$ cat config.mk
export PLATFORM = sky130hd
export DESIGN_NAME = free_list_slot_allocator_top
export DESIGN_NICKNAME = d
export VERILOG_FILES = /design/src/flsa_pkg.sv /design/src/flsa_dp.sv /design/src/flsa_ctrl.sv /design/src/free_list_slot_allocator_top.sv
export SDC_FILE = /design/constraint.sdc
export NUM_CORES = 1
export LEC_CHECK = 0
export BUFFER_PORTS_ARGS = -buffer_cell sky130_fd_sc_hd__buf_2
export CORE_MARGIN = 2
export CORE_UTILIZATION = 40
export DETAILED_ROUTE_END_ITERATION = 10
export HOLD_SLACK_MARGIN = 0.15
export PLACE_DENSITY = 0.65
export SLEW_MARGIN = 30
export SYNTH_ARGS = -nofsm -noshare
export SYNTH_HDL_FRONTEND = slang
export SYNTH_SLANG_ARGS = --single-unit
export TNS_END_PERCENT = 5
$ cat constraint.sdc
create_clock -name clk -period 5.22 [get_ports clk]
set_input_delay 0.522 -clock clk [delete_from_list [all_inputs] [get_ports clk]]
set_output_delay 0.522 -clock clk [all_outputs]
set_load 0.005 [all_outputs]
$ cat src/flsa_pkg.sv
// Package with the shared widths, codes and controller-to-datapath types of the slot allocator.
`default_nettype none

package flsa_pkg;

	// Field widths fixed by the interface.
	localparam int SLOT_W   = 6;
	localparam int OFFSET_W = 14;
	localparam int EB_W     = 9;

	// Element size handling: saturation limit, reset value and alignment.
	localparam int unsigned EB_MAX      = 256;
	localparam int unsigned EB_RESET    = 8;
	localparam int unsigned ALIGN_BYTES = 8;
	localparam int          ALIGN_SHIFT = 3;

	// Transaction mode codes.
	localparam logic MODE_ALLOC = 1'b0;
	localparam logic MODE_FREE  = 1'b1;

	// Commands from the controller to the datapath.
	typedef struct packed {
		logic mem_rd;       // read the next pointer of the current head
		logic free_push;    // push slot_in onto the free list
		logic link_step;    // write one link of a fresh block
		logic pop;          // take the head and advance to its next pointer
		logic fail;         // record an exhausted allocate
		logic load_out;     // load the output register
		logic out_src_head; // output comes straight from the head register
	} cmd_t;

	// Status from the datapath to the controller.
	typedef struct packed {
		logic head_empty;
		logic pool_full;
		logic link_last;
	} status_t;

endpackage

`default_nettype wire

$ cat src/flsa_dp.sv
// Datapath of the slot allocator: next-pointer memory, list head, block linking and offset.
`default_nettype none

module flsa_dp
	import flsa_pkg::*;
#(
	parameter int SLOTS_PER_BLOCK = 8,
	parameter int MAX_BLOCKS      = 8
) (
	input  wire logic                clk,
	input  wire logic                arst_n,
	input  wire cmd_t                cmd,
	output status_t                  status,
	input  wire logic [SLOT_W-1:0]   slot_in,
	input  wire logic                cfg_we,
	input  wire logic [EB_W-1:0]     cfg_wdata,
	output logic      [SLOT_W-1:0]   slot_out,
	output logic      [OFFSET_W-1:0] element_offset,
	output logic                     out_of_slots
);

	localparam int TOTAL = SLOTS_PER_BLOCK * MAX_BLOCKS;
	localparam int PW    = $clog2(TOTAL + 1);
	localparam int AW    = (TOTAL > 1) ? $clog2(TOTAL) : 1;
	localparam int BW    = $clog2(MAX_BLOCKS + 1);
	localparam int CW    = (SLOTS_PER_BLOCK > 1) ? $clog2(SLOTS_PER_BLOCK) : 1;
	localparam int SX    = (PW > SLOT_W) ? PW : SLOT_W;
	localparam int MW    = (PW + EB_W > OFFSET_W) ? PW + EB_W : OFFSET_W;
	localparam logic [PW-1:0] EMPTY = PW'(TOTAL);

	logic [PW-1:0]   next_free [TOTAL];
	logic [PW-1:0]   rdata_q;
	logic [PW-1:0]   head_q;
	logic [PW-1:0]   gnt_q;
	logic            fail_q;
	logic [BW-1:0]   blocks_q;
	logic [CW-1:0]   cnt_q;
	logic [EB_W-1:0] aligned_q;

	logic [SX-1:0]   slot_ext;
	logic            slot_ok;
	logic [PW-1:0]   base;
	logic [PW-1:0]   link_addr;
	logic [PW-1:0]   link_data;
	logic            mem_we;
	logic [AW-1:0]   mem_waddr;
	logic [PW-1:0]   mem_wdata;
	logic [EB_W-1:0] eb_sat;
	logic [EB_W:0]   eb_round;
	logic [EB_W-1:0] aligned_d;
	logic [PW-1:0]   src_slot;
	logic            src_fail;
	logic [SX-1:0]   src_ext;
	logic [MW-1:0]   product;

	// Slot being freed, widened to compare against the pool size.
	assign slot_ext = SX'(slot_in);
	assign slot_ok  = slot_ext < SX'(TOTAL);

	// First slot of the next unused block and the link written for the current slot.
	assign base      = PW'(blocks_q) * PW'(SLOTS_PER_BLOCK);
	assign link_addr = base + PW'(cnt_q);
	assign link_data = status.link_last ? EMPTY : link_addr + PW'(1);

	assign status.head_empty = (head_q == EMPTY);
	assign status.pool_full  = (blocks_q == BW'(MAX_BLOCKS));
	assign status.link_last  = (cnt_q == CW'(SLOTS_PER_BLOCK - 1));

	// Memory write port: a push or one link of a fresh block.
	always_comb begin
		mem_we    = 1'b0;
		mem_waddr = link_addr[AW-1:0];
		mem_wdata = link_data;
		if (cmd.free_push && slot_ok) begin
			mem_we    = 1'b1;
			mem_waddr = slot_ext[AW-1:0];
			mem_wdata = head_q;
		end else if (cmd.link_step) begin
			mem_we = 1'b1;
		end
	end

	// Next-pointer memory with a registered read at the head.
	always_ff @(posedge clk) begin
		if (mem_we) begin
			next_free[mem_waddr] <= mem_wdata;
		end
		if (cmd.mem_rd) begin
			rdata_q <= next_free[head_q[AW-1:0]];
		end
	end

	// Element size saturated at the limit and rounded up to the alignment.
	always_comb begin
		eb_sat    = (cfg_wdata > EB_W'(EB_MAX)) ? EB_W'(EB_MAX) : cfg_wdata;
		eb_round  = {1'b0, eb_sat} + (EB_W + 1)'(ALIGN_BYTES - 1);
		aligned_d = EB_W'((eb_round >> ALIGN_SHIFT) << ALIGN_SHIFT);
	end

	// List head, block count, link counter and aligned element size.
	always_ff @(posedge clk or negedge arst_n) begin
		if (!arst_n) begin
			head_q    <= EMPTY;
			blocks_q  <= '0;
			cnt_q     <= '0;
			aligned_q <= EB_W'(EB_RESET);
		end else begin
			if (cfg_we) begin
				aligned_q <= aligned_d;
			end
			if (cmd.free_push && slot_ok) begin
				head_q <= slot_ext[PW-1:0];
			end else if (cmd.pop) begin
				head_q <= rdata_q;
			end else if (cmd.link_step && status.link_last) begin
				head_q <= base;
			end
			if (cmd.link_step) begin
				if (status.link_last) begin
					cnt_q    <= '0;
					blocks_q <= blocks_q + BW'(1);
				end else begin
					cnt_q <= cnt_q + CW'(1);
				end
			end
		end
	end

	// Granted slot held until the output register can take it.
	always_ff @(posedge clk) begin
		if (cmd.pop) begin
			gnt_q  <= head_q;
			fail_q <= 1'b0;
		end else if (cmd.fail) begin
			gnt_q  <= '0;
			fail_q <= 1'b1;
		end
	end

	// Output register with the byte offset of the granted slot.
	assign src_slot = cmd.out_src_head ? head_q : gnt_q;
	assign src_fail = cmd.out_src_head ? 1'b0 : fail_q;
	assign src_ext  = SX'(src_slot);
	assign product  = MW'(src_slot) * MW'(aligned_q);

	always_ff @(posedge clk) begin
		if (cmd.load_out) begin
			slot_out       <= src_ext[SLOT_W-1:0];
			element_offset <= product[OFFSET_W-1:0];
			out_of_slots   <= src_fail;
		end
	end

endmodule

`default_nettype wire

$ cat src/flsa_ctrl.sv
// Controller of the slot allocator: sequences pushes, block links, pops and the output handshake.
`default_nettype none

module flsa_ctrl
	import flsa_pkg::*;
(
	input  wire logic    clk,
	input  wire logic    arst_n,
	input  wire logic    in_valid,
	output logic         in_ready,
	input  wire logic    mode,
	output logic         out_valid,
	input  wire logic    out_ready,
	output cmd_t         cmd,
	input  wire status_t status
);

	typedef enum logic [2:0] {
		S_IDLE,
		S_LINK,
		S_RD,
		S_POP,
		S_EMIT
	} state_t;

	state_t state_q;
	state_t state_d;
	logic   out_valid_q;
	logic   out_free;

	// The output register can be loaded when empty or emptied in this cycle.
	assign out_free  = !out_valid_q || out_ready;
	assign in_ready  = (state_q == S_IDLE);
	assign out_valid = out_valid_q;

	// Commands and next state.
	always_comb begin
		cmd     = '0;
		state_d = state_q;
		unique case (state_q)
			S_IDLE: begin
				if (in_valid) begin
					if (mode == MODE_FREE) begin
						cmd.free_push = 1'b1;
					end else if (!status.head_empty) begin
						cmd.mem_rd = 1'b1;
						state_d    = S_POP;
					end else if (status.pool_full) begin
						cmd.fail = 1'b1;
						state_d  = S_EMIT;
					end else begin
						state_d = S_LINK;
					end
				end
			end
			S_LINK: begin
				cmd.link_step = 1'b1;
				if (status.link_last) begin
					state_d = S_RD;
				end
			end
			S_RD: begin
				cmd.mem_rd = 1'b1;
				state_d    = S_POP;
			end
			S_POP: begin
				cmd.pop = 1'b1;
				if (out_free) begin
					cmd.load_out     = 1'b1;
					cmd.out_src_head = 1'b1;
					state_d          = S_IDLE;
				end else begin
					state_d = S_EMIT;
				end
			end
			S_EMIT: begin
				if (out_free) begin
					cmd.load_out = 1'b1;
					state_d      = S_IDLE;
				end
			end
			default: begin
				state_d = S_IDLE;
			end
		endcase
	end

	// State and output valid flag.
	always_ff @(posedge clk or negedge arst_n) begin
		if (!arst_n) begin
			state_q     <= S_IDLE;
			out_valid_q <= 1'b0;
		end else begin
			state_q <= state_d;
			if (cmd.load_out) begin
				out_valid_q <= 1'b1;
			end else if (out_ready) begin
				out_valid_q <= 1'b0;
			end
		end
	end

endmodule

`default_nettype wire

$ cat src/free_list_slot_allocator_top.sv
// Top level of the fixed-size slot allocator with a LIFO free list.
`default_nettype none

// The allocator hands out slots of a pool of MAX_BLOCKS blocks of SLOTS_PER_BLOCK slots from a
// free list kept in a next-pointer memory. A free transaction pushes slot_in onto the list and
// gives no result. An allocate transaction with a non-empty list first reads the head's next
// pointer from the memory and then pops the head. When the list is empty a fresh block is
// linked first, one memory write per slot, then the head's next pointer is read and the head
// popped. An allocate with the list empty and every block in use returns out_of_slots with
// zero slot and offset. element_offset is the slot times the element size, saturated at 256
// and rounded up to eight bytes. A result waits in the output register while the next
// transaction is taken. The memory needs no clearing after reset.
module free_list_slot_allocator_top
	import flsa_pkg::*;
#(
	parameter int SLOTS_PER_BLOCK = 8,
	parameter int MAX_BLOCKS      = 8
) (
	input  wire logic                clk,
	input  wire logic                arst_n,
	input  wire logic                in_valid,
	output logic                     in_ready,
	input  wire logic                mode,
	input  wire logic [SLOT_W-1:0]   slot_in,
	output logic                     out_valid,
	input  wire logic                out_ready,
	output logic      [SLOT_W-1:0]   slot_out,
	output logic      [OFFSET_W-1:0] element_offset,
	output logic                     out_of_slots,
	input  wire logic                cfg_we,
	input  wire logic [EB_W-1:0]     cfg_wdata
);

	cmd_t    cmd;
	status_t status;

	// Sequencing of transactions.
	flsa_ctrl u_ctrl (
		.clk       (clk),
		.arst_n    (arst_n),
		.in_valid  (in_valid),
		.in_ready  (in_ready),
		.mode      (mode),
		.out_valid (out_valid),
		.out_ready (out_ready),
		.cmd       (cmd),
		.status    (status)
	);

	// Free list storage and result computation.
	flsa_dp #(
		.SLOTS_PER_BLOCK (SLOTS_PER_BLOCK),
		.MAX_BLOCKS      (MAX_BLOCKS)
	) u_dp (
		.clk            (clk),
		.arst_n         (arst_n),
		.cmd            (cmd),
		.status         (status),
		.slot_in        (slot_in),
		.cfg_we         (cfg_we),
		.cfg_wdata      (cfg_wdata),
		.slot_out       (slot_out),
		.element_offset (element_offset),
		.out_of_slots   (out_of_slots)
	);

endmodule

`default_nettype wire
==> flow_results.org <==
** Floorplan
- Y dimension of the die :: 234.3 µm
- The die covers 54880 µm².
- I/O pin count :: between 40 and 50
- Core outline area :: roughly 52000 µm²
- The initial utilization of the core area, before any placement, comes to 0.4044.
- Number of core rows :: 84
- X dimension of the die :: around 230 µm

** Yosys
- In this run, synthesis inferred 480 flip-flops with an integrated enable.
- The cell count after synthesis came out at about 1200.
- Total number of yosys warnings :: 0
- Post-synthesis cell type count :: slightly above 60
- In the synthesized netlist, the cells that appear most often are sky130_fd_sc_hd__edfxtp_1, sky130_fd_sc_hd__mux4_2, sky130_fd_sc_hd__nor2_1.
- Most common cell in the synthesized netlist :: sky130_fd_sc_hd__edfxtp_1
- In the synthesized netlist the async set-or-reset flop fraction comes to 0.04752.
- Synth Register Bits :: just over 500
- Mapped Avg Cell Area :: 17.84 µm²
- In this run the cell area of the synthesized design comes to ~21000 µm².
- Of the synthesized area, sequential elements account for 0.7091.
- Area contributors post-synth :: sky130_fd_sc_hd__edfxtp_1, sky130_fd_sc_hd__mux4_2, sky130_fd_sc_hd__dfrtp_1
- Synth Flop Type :: sky130_fd_sc_hd__edfxtp_1
- Post-synth top area cell :: sky130_fd_sc_hd__edfxtp_1
- Fraction of synthesized cell area taken by the top area cell type :: 0.6797

** Worst hold path
- Counting instances, the worst hold path has a depth of 3.
- Worst min-delay path class :: in -> reg
- Hold-critical path endpoint :: u_dp.head_q[4]$_DFFE_PN0P_
- In this run the most critical hold path is launched from slot_in[4].

** Setup path
- Crit. End Element :: flop
- For the worst flop-to-flop path, the logic depth is 15.
- Worst setup path startpoint :: u_ctrl.out_valid$_DFFE_PN0P_
- On the critical path, the stage with the largest delay is an instance of sky130_fd_sc_hd__mux2i_1.
- CP Max Fanout :: 7
- Top cell family by delay on the critical path :: adder cells
- Kind of start point of the critical path :: flop
- The worst register-to-register path ends at u_dp.element_offset[13]$_DFFE_PP_.
- The setup check on the worst reg-to-reg path leaves a slack of ~0.33 ns.
- Cell Chain, Critical Path :: nor2b_1, nor3_4, mux2i_1, nor2b_1, fa_1, inv_1, fa_1, fa_1, inv_1, ha_1, a21oi_1, nor2b_1, o21a_1, o41a_1, xnor3_1
- Arrival time worst endpoint :: around 5.2 ns
- Required time of the critical path :: about 5.5 ns
- On the worst path, the slowest cell contributes a delay of 0.51 ns.
- Start of the worst register-to-register path :: u_ctrl.out_valid$_DFFE_PN0P_
- The number of buffers and inverters on the critical path is 2.
- Category of the most critical setup path :: reg -> reg

** Run status
- The flow ran to the end, and the final reports show no timing, DRC or antenna violations.

** STA
- Clock skew on the completed layout was measured at between 0.02 and 0.025 ns.
- For this run, the top clock speed supported by timing is ~200 MHz.
- Adding up every negative setup slack in the final design gives 0 ns.
- Relative slew slack :: 0.2959
- Setup repair after global routing left no endpoint under its margin.
- In the finished design, the share of the clock period the worst path needs comes to 0.9366.
- Setup violations remaining at the end of the flow were counted as 0.
- Final-report hold violation count :: 0
- Minimum period implied by the final worst setup slack :: 4.889 ns
- Measured slew at the worst slew-check pin :: roughly 1.0 ns
- In the post-route analysis, the smallest setup slack over all paths is roughly 0.33 ns.
- Pins Over Slew Limit :: 0

** Route
- Post-Route WL :: ~46000 µm
- Number of vias per cell after detailed routing :: about 5.5
- Number of iterations in the first detailed-routing pass :: 5
- Number of nets with antenna violations after detailed routing :: 0
- Dividing the detail-routed wire length by the instance count gives about 23 µm.
- Across all layers, the routed design uses between 10000 and 15000 vias.
- Drt drc :: 0
- Number of DRC violations after detailed-routing iteration 0 :: between 1000 and 1500

** Clock tree
- No sink is reached through more buffers than the 3 on the longest clock path.
- Clock tree synthesis selected as its root buffer the cell sky130_fd_sc_hd__clkbuf_16.
- Number of buffers inserted during clock tree synthesis :: just over 50
- For the worst-skew pair, the clock arrives at the later sink with an insertion delay of about 0.6 ns.
- After clock tree synthesis, the clock-pin slew on the worst setup and hold paths is approximately 0.060 ns.
- TritonCTS clock tree :: done
- The number of setup buffers added after CTS is 0.
- H-tree depth :: 2
- Clock Sinks :: around 510

** Pwr
- In this run the static leakage power is a little under 8 nW.
- Power dissipated by switching net loads :: about 0.0045 W
- Power share of the sequential group :: 0.414
- Pwr dens :: just under 600 nW/µm²
- Part of the total power dissipated in combinational logic :: 0.322
- Worst ir drop on vdd :: 0.3074 mV
- Switching part of the total :: 0.3252
- Internal power :: 0.009409 W
- Of the total power, the clock network draws 0.264.

** Finish
- The layout has 4378 filler cells.
- In the final layout, the share of cells above drive strength 1 is 0.2232.
- Final cell utilization of the core :: 0.4575
- N_diodes :: 0
- The finished cells cover 23990 µm².
- Net count of the finished layout :: 1314
- The area growth from synthesis to layout is 13.14%.

** Global route
- Number of global-route vias before repair :: between 10000 and 15000
- Wire length of the first global-routing pass :: 69300 µm
- Congestion Overflow GR :: 0
- The number of antenna violations at the first check in global routing came to 0.
- Entering global routing, the biggest net connects 65 pins.
- In the global route stage, overall resource usage came out at 0.1708.

** Place
- Before CTS, the worst setup slack after placement is between 0.15 and 0.2 ns.
- During placement, the flow inserted port buffers numbering 40.
- The congestion estimate from routability-driven global placement came to 0.8522.
- Once placement finished, the instance area stood at around 22000 µm².
- After legalization and detailed placement, the total HPWL measured between 20000 and 30000 µm.

** Job
- The tool flagged a number of max-cap violations equal to 0.
metrics by stage:
stage,instances,hold WS (ns),total power (W)
5_1_grt,1983,0.2590,0.01460
4_1_cts,1982,0.2219,0.01404
3_3_place_gp,1885,0.4518,0.01024
2_1_floorplan,1191,0.2264,0.008858
6_report,1983,0.2466,0.01394
3_5_place_dp,1886,0.4630,0.01036
placed cells by master (no fill, tap or decap), drive strengths merged, types with 19 or more instances in the layout:
| cell type | n |
|---|---|
| a22oi | 43 |
| ha | 20 |
| and2 | 19 |
| edfxtp | 480 |
| nor2 | 104 |
| fa | 20 |
| clkbuf | 70 |
| buf | 70 |
| inv | 47 |
| nand2 | 50 |
| nor2b | 23 |
| mux4 | 114 |
| dfrtp | 22 |
| nand3 | 28 |
how the worst max path moves through the flow:
stage,end,cells after the start
2_1_floorplan,u_dp.element_offset[13]$_DFFE_PP_,16
3_3_place_gp,u_dp.element_offset[13]$_DFFE_PP_,16
3_5_place_dp,u_dp.element_offset[13]$_DFFE_PP_,16
4_1_cts,u_dp.element_offset[13]$_DFFE_PP_,15
5_1_grt,u_dp.element_offset[13]$_DFFE_PP_,15
6_report,u_dp.element_offset[13]$_DFFE_PP_,15
logic make-up (layout without fill, tap and decap cells):
kind of cell,after synthesis,after routing,share of synthesized area
flip-flops,505,505,0.7091
AND/OR/NAND/NOR,270,270,0.06171
multiplexers,134,134,0.1310
AO/OA/AOI/OAI,110,110,0.03540
buffers and inverters,109,213,0.02307
adder cells (fa/ha/maj),40,40,0.03068
XOR/XNOR,20,20,0.008909
other,1,3,0.0001768
worst register-to-register path, cell delays in order, from the launching register on:
cell	delay, ns
sky130_fd_sc_hd__dfrtp_1	0.39
sky130_fd_sc_hd__nor2b_1	0.19
sky130_fd_sc_hd__nor3_4	0.36
sky130_fd_sc_hd__mux2i_1	0.52
sky130_fd_sc_hd__nor2b_1	0.12
sky130_fd_sc_hd__fa_1	0.51
sky130_fd_sc_hd__inv_1	0.06
sky130_fd_sc_hd__fa_1	0.48
sky130_fd_sc_hd__fa_1	0.49
sky130_fd_sc_hd__inv_1	0.04
sky130_fd_sc_hd__ha_1	0.30
sky130_fd_sc_hd__a21oi_1	0.23
sky130_fd_sc_hd__nor2b_1	0.08
sky130_fd_sc_hd__o21a_1	0.19
sky130_fd_sc_hd__o41a_1	0.31
sky130_fd_sc_hd__xnor3_1	0.38
metal layers:
metal	part of all wire	routed length, µm	track usage
met3	0.063	2918	0.02456
met1	0.42	19510	0.2384
met5	0	0	0
met2	0.49	22460	0.2770
met4	0.027	1264	0.05578
registers in the layout, summed over array words and instances (netlist names), 3 cells and up:
register	flops
u_dp.blocks_q	4
u_dp.next_free	448
u_dp.aligned_q	6
u_dp.cnt_q	3
u_ctrl.state_q	3
u_dp.gnt_q	7
u_dp.element_offset	11
u_dp.rdata_q	7
u_dp.slot_out	6
u_dp.head_q	7
repair_timing:
action                                 4_1_cts  5_1_grt
endpoints found under the hold margin       22        0
hold buffers                                 1        0
setup endpoints to repair                    0        0
resized for setup                            0        0
power by group through the flow:
| stage | logic [W] | registers [W] | clock network (W) |
|---|---|---|---|
| 2_1_floorplan | 0.00304 | 0.00582 | 0 |
| 3_3_place_gp | 0.00439 | 0.00585 | 0 |
| 3_5_place_dp | 0.00451 | 0.00585 | 0 |
| 4_1_cts | 0.00453 | 0.00577 | 0.00375 |
| 5_1_grt | 0.00489 | 0.00580 | 0.00391 |
| 6_report | 0.00449 | 0.00577 | 0.00369 |
cell type report:
| class | instances | area (µm²) | share of cell area |
|---|---|---|---|
| clock buffer | 70 | 1399 | 0.05830 |
| clock inverter | 25 | 307.8 | 0.01283 |
| sequential | 505 | 15050 | 0.6271 |
| timing repair buffer | 71 | 459.2 | 0.01914 |
| multi-input combinational | 577 | 5744 | 0.2394 |
| tap | 688 | 860.8 | 0.03588 |
| inverter | 47 | 176.4 | 0.007353 |
(Power assumes the default switching activity.)
